File: config.mk
export PLATFORM = sky130hd
export DESIGN_NAME = fccw_classify
export DESIGN_NICKNAME = d
export VERILOG_FILES = /design/src/rtl/fccw_pkg.sv /design/src/rtl/fccw_classify.sv
export SDC_FILE = /design/constraint.sdc
export NUM_CORES = 1
export LEC_CHECK = 0
export BUFFER_PORTS_ARGS = -buffer_cell sky130_fd_sc_hd__buf_2
export CAP_MARGIN = 10
export CORE_AREA = 4 4 44 46
export DETAILED_ROUTE_END_ITERATION = 12
export DIE_AREA = 0 0 48 50
export GPL_TIMING_DRIVEN = 0
export PLACE_DENSITY = 0.69
export SYNTH_ARGS = -nofsm -noshare
export SYNTH_HDL_FRONTEND = slang
export SYNTH_SLANG_ARGS = --single-unit
File: constraint.sdc
create_clock -name vclk -period 2.1
set_input_delay 0.315 -clock vclk [all_inputs]
set_output_delay 0.315 -clock vclk [all_outputs]
set_load 0.1 [all_outputs]
File: src/rtl/fccw_pkg.sv
// Shared types and constants of the FAT32 cluster chain walker.
`default_nettype none

package fccw_pkg;

  localparam int ENTRY_W = 28;
  localparam int RAW_W = 32;
  localparam int HC_W = 12;
  localparam int DEF_TABLE_ENTRIES = 4096;
  localparam int DEF_MAX_CHAIN = 64;
  localparam logic [HC_W-1:0] HC_RESET = 12'd4095;

  localparam logic [ENTRY_W-1:0] END_MARK_MIN = 28'hFFFFFF8;
  localparam logic [ENTRY_W-1:0] BAD_MARK = 28'hFFFFFF7;
  localparam logic [ENTRY_W-1:0] FREE_MARK = 28'h0000000;
  localparam logic [ENTRY_W-1:0] FIRST_CLUSTER = 28'd2;

  localparam logic REQ_WRITE = 1'b0;
  localparam logic REQ_WALK = 1'b1;

  typedef enum logic [2:0] {
    ST_END   = 3'd0,
    ST_BAD   = 3'd1,
    ST_FREE  = 3'd2,
    ST_RANGE = 3'd3,
    ST_LONG  = 3'd4,
    ST_START = 3'd5
  } status_t;

  typedef struct packed {
    logic ok;
    logic end_mark;
    logic bad_mark;
    logic free;
  } cls_t;

endpackage

`default_nettype wire

File: src/rtl/fccw_classify.sv
// Shared compare unit that classifies a start cluster or a table entry.
`default_nettype none

module fccw_classify #(
  parameter int TABLE_ENTRIES = fccw_pkg::DEF_TABLE_ENTRIES
) (
  input  wire logic [fccw_pkg::ENTRY_W-1:0] value,
  input  wire logic [fccw_pkg::HC_W-1:0]    highest,
  output fccw_pkg::cls_t                    cls
);
  import fccw_pkg::*;

  localparam logic [ENTRY_W-1:0] LIMIT = ENTRY_W'(TABLE_ENTRIES);

  logic [ENTRY_W-1:0] highest_ext;

  assign highest_ext = {{(ENTRY_W-HC_W){1'b0}}, highest};

  always_comb begin
    cls.ok       = (value >= FIRST_CLUSTER) && (value <= highest_ext) && (value < LIMIT);
    cls.end_mark = value >= END_MARK_MIN;
    cls.bad_mark = value == BAD_MARK;
    cls.free     = value == FREE_MARK;
  end

endmodule

`default_nettype wire

# Word-level counts from Yosys, hierarchy flattened
# Cells that the tools add are included.
# totals
ff_bits,0
input_bits,40
output_inout_bits,4
elab_cells,8
# classes
order_cmp,4
n_eq_ne,1
reduce_logical,3
# op_table
operator,n
"equality test 28 bit, second input constant",1
">= comparator 28 x 2 -> 1 bit, second input constant",1
">= comparator 28 bit, second input constant",1
less-or-equal comparator 28 x 12 -> 1 bit,1
logical NOT 28 bit,1
"< comparator 28 x 13 -> 1 bit, second input constant",1
logical AND 1 bit,2

# Depth between registers and ports, before layout
# logic_depth
word_depth,3
mapped_depth,7

# Least setup slack after synthesis
# Ideal clock, no wire load.
# synth_timing
path_type,input -> output
startpoint,input port value[5] (netlist bit)
endpoint,output port cls[0] (netlist bit)
arrival_time_ps,2763
required_ps,1785
path_slack_ps,-978
path_stages,3
cell_sequence,nor4_1 nand3_1 nor3_1
# synth_lines
element,line_no,source
"start, declared",fccw_classify.sv:7,"input wire logic [fccw_pkg::ENTRY_W-1:0] value,"
"end, declared",fccw_classify.sv:9,output fccw_pkg::cls_t cls

==> impl_metrics.yaml <==
drt:
  antenna_left: 0
  wirelength_um: 1460
  drt_first_pass_iters: 4
  drt-initial-drc-count: 4
  wire_per_inst_um: 11.8
  vias_per_cell: 5.33
  vias: 661
  drc: 0
floorplanning:
  io_pins: 44
  start_util_pct: 30.0
  die_w_um: 48
  coreArea_um2: 1510
  num_rows: 14
  die_area_um2: 2400
  die_h_um: 50
logic_synthesis:
  syn-cell-area_um2: 452
  avgSynthCellArea_um2: 7.06
  ys_warn_count: 0
  synth_compound_area_share_pct: 15.5
  synth-simple-area-share_pct: 41.3
  synth-xor-area-share_pct: 0
  synth_adder_area_share_pct: 33.2
  synth_top_family_by_area: "simple AND/OR/NAND/NOR gates"
  synthCells: 64
  synth_mux_area_share_pct: 0
  ys_seq_area_share_pct: 0
  syn_nets: 116
  ys_types: 18
setup_path:
  cp_slowest_cell: "ha_1"
  cp.arrival_ps: 1710
  path_buf_inv: 2
  startpoint_type: "input port"
  crit_family: "compound AO/OA/AOI/OAI gates"
  worstSetupEndpointType: "primary output"
  crit_required_ps: 1780
  cpPeakStageDelay_ps: 340
  critPathMaxFanout: 4
  crit_type: "input port to primary output"
  path_cells: "buf_2 > ha_1 > a21oi_2 > a211oi_2 > a2111oi_2 > o21a_2 > buf_12"
finish:
  multi_input_comb_area_um2: 437
  seq_cell_count: 0
  nets: 162
  n_clock_buffer: 0
  drive_above_1_share_pct: 50.0
  area_delta_synth_final_pct: 66.5
  final_cell_area_um2: 752
  seqCellArea_um2: 0
  num_antenna_cells: 0
  final_util_pct: 49.9
  fill_cells: 164
global_route:
  antenna_found_initial: 0
  track_usage_pct: 10.8
  grt_overflow: 0
  grt_max_degree: 5
  grt_pass1_wl_um: 2100
  first_global_vias: 582
status:
  outcome: "finished clean"
place:
  place_congestion: 0.786
  pre_cts_ws_ps: -219
  dpl.hpwl_um: 1350
  io_buffer_count: 44
  postPlaceCellArea_um2: 701
min_path:
  hp-class: "input port to primary output"
  hold_path_depth: 3
  hold_end: "cls[0]"
  hp-start: "value[0]"
sta:
  slew_headroom_pct: 67.9
  hold_violations: 0
  fin_crit_ps: 2030
  hold_ws_ps: 1070
  max_freq_ghz: 0.494
  tightest_slew_ps: 485
  setup_violations: 0
  drv_slew: 0
  finalCritPeriodShare_pct: 96.4
  rsz0062_at_grt: "true"
  finalWorstSetupSlack_ps: 74.6
power_and_ir_drop:
  p_seq_share_pct: 0
  power.density_nw_per_um2: 154
  p_leak_nw: 0.401
  p_sw_uw: 54.8
  ir_drop_v: 0.0000630
  p_int_uw: 61.1
  power_uw: 116
  clockPowerShare_pct: 0
  combPwrFrac_pct: 100.0
  swShare_pct: 47.3
clock_tree:
  cts_setup_buffers: 0
  ctsHoldBuffers: 0
flow_run:
  maxCapViolCount: 0
per-layer routing:
layer	part of all wire [%]	routed length, µm	track usage [%]
met1	37	546	12.1
met4	0.48	7	0
met2	48	706	22.2
met5	0	0	0
met3	14	197	0
worst max-delay path by stage:
stage,startpoint,end,slack [ps],cells past startpoint
floorplan,value[5],cls[0],-130,3
global placement,value[1],cls[3],-200,8
detailed placement,value[1],cls[3],-220,8
CTS,value[1],cls[3],20,8
global route,highest[1],cls[3],-40,9
finish,value[3],cls[3],70,7
Yosys cell counts, drive strengths merged (2+ instances only):
cell type / n / area [µm²]
nor2b: 2 / 20.0
a21oi: 4 / 20.0
ha: 12 / 150
nor2: 2 / 7.51
nor3: 3 / 15.0
nand3: 3 / 15.0
nand4: 10 / 62.6
nor4: 7 / 43.8
nand2: 2 / 7.51
inv: 12 / 45.0
cell type report:
cell class | count | share of cell area (%)
Timing Repair Buffer | 44 | 32.9
Multi-Input combinational cell | 52 | 58.1
Tap cell | 16 | 2.66
Inverter | 12 | 6.32
per-stage QoR:
stage                     std cells  TNS, ps
after floorplan                  64     -126
after global placement          124     -201
after detailed placement        124     -219
after CTS                       124        0
after global routing            124    -39.1
final                           124        0
power groups by stage:
stage               clock network [mW]  logic, mW  registers (mW)
detailed placement                   0      0.108               0
floorplan                            0     0.0509               0
global route                         0      0.131               0
global placement                     0      0.105               0
finish                               0      0.116               0
CTS                                  0      0.109               0
layout by cell type (no fill, tap or decap):
master,n
buf_2,41
inv_1,11
ha_1,11
nand4_1,10
nor4_1,7
nand3_1,3
a21oi_1,3
nor3_1,2
nand2_1,2
buf_6,2
inv_4,1
nor2b_4,1
o211ai_2,1
a21oi_2,1
a211oi_2,1
a21o_1,1
a2111oi_2,1
nor2b_1,1
o21a_2,1
nor2_1,1
nand4b_1,1
nor2_2,1
nor3_2,1
and3_1,1
ha_4,1
buf_12,1
logic make-up after synthesis:
logic type      Yosys count
compound gates            9
fa+ha+maj                12
simple gates             31
buf+inv                  12
repair_timing:
action / 4_1_cts / 5_1_grt
endpoints found under the setup margin: 1 / 1
pin swaps: 2 / 5
gates resized for setup: 4 / 8
No activity file was read; power rests on OpenSTA's default activity.
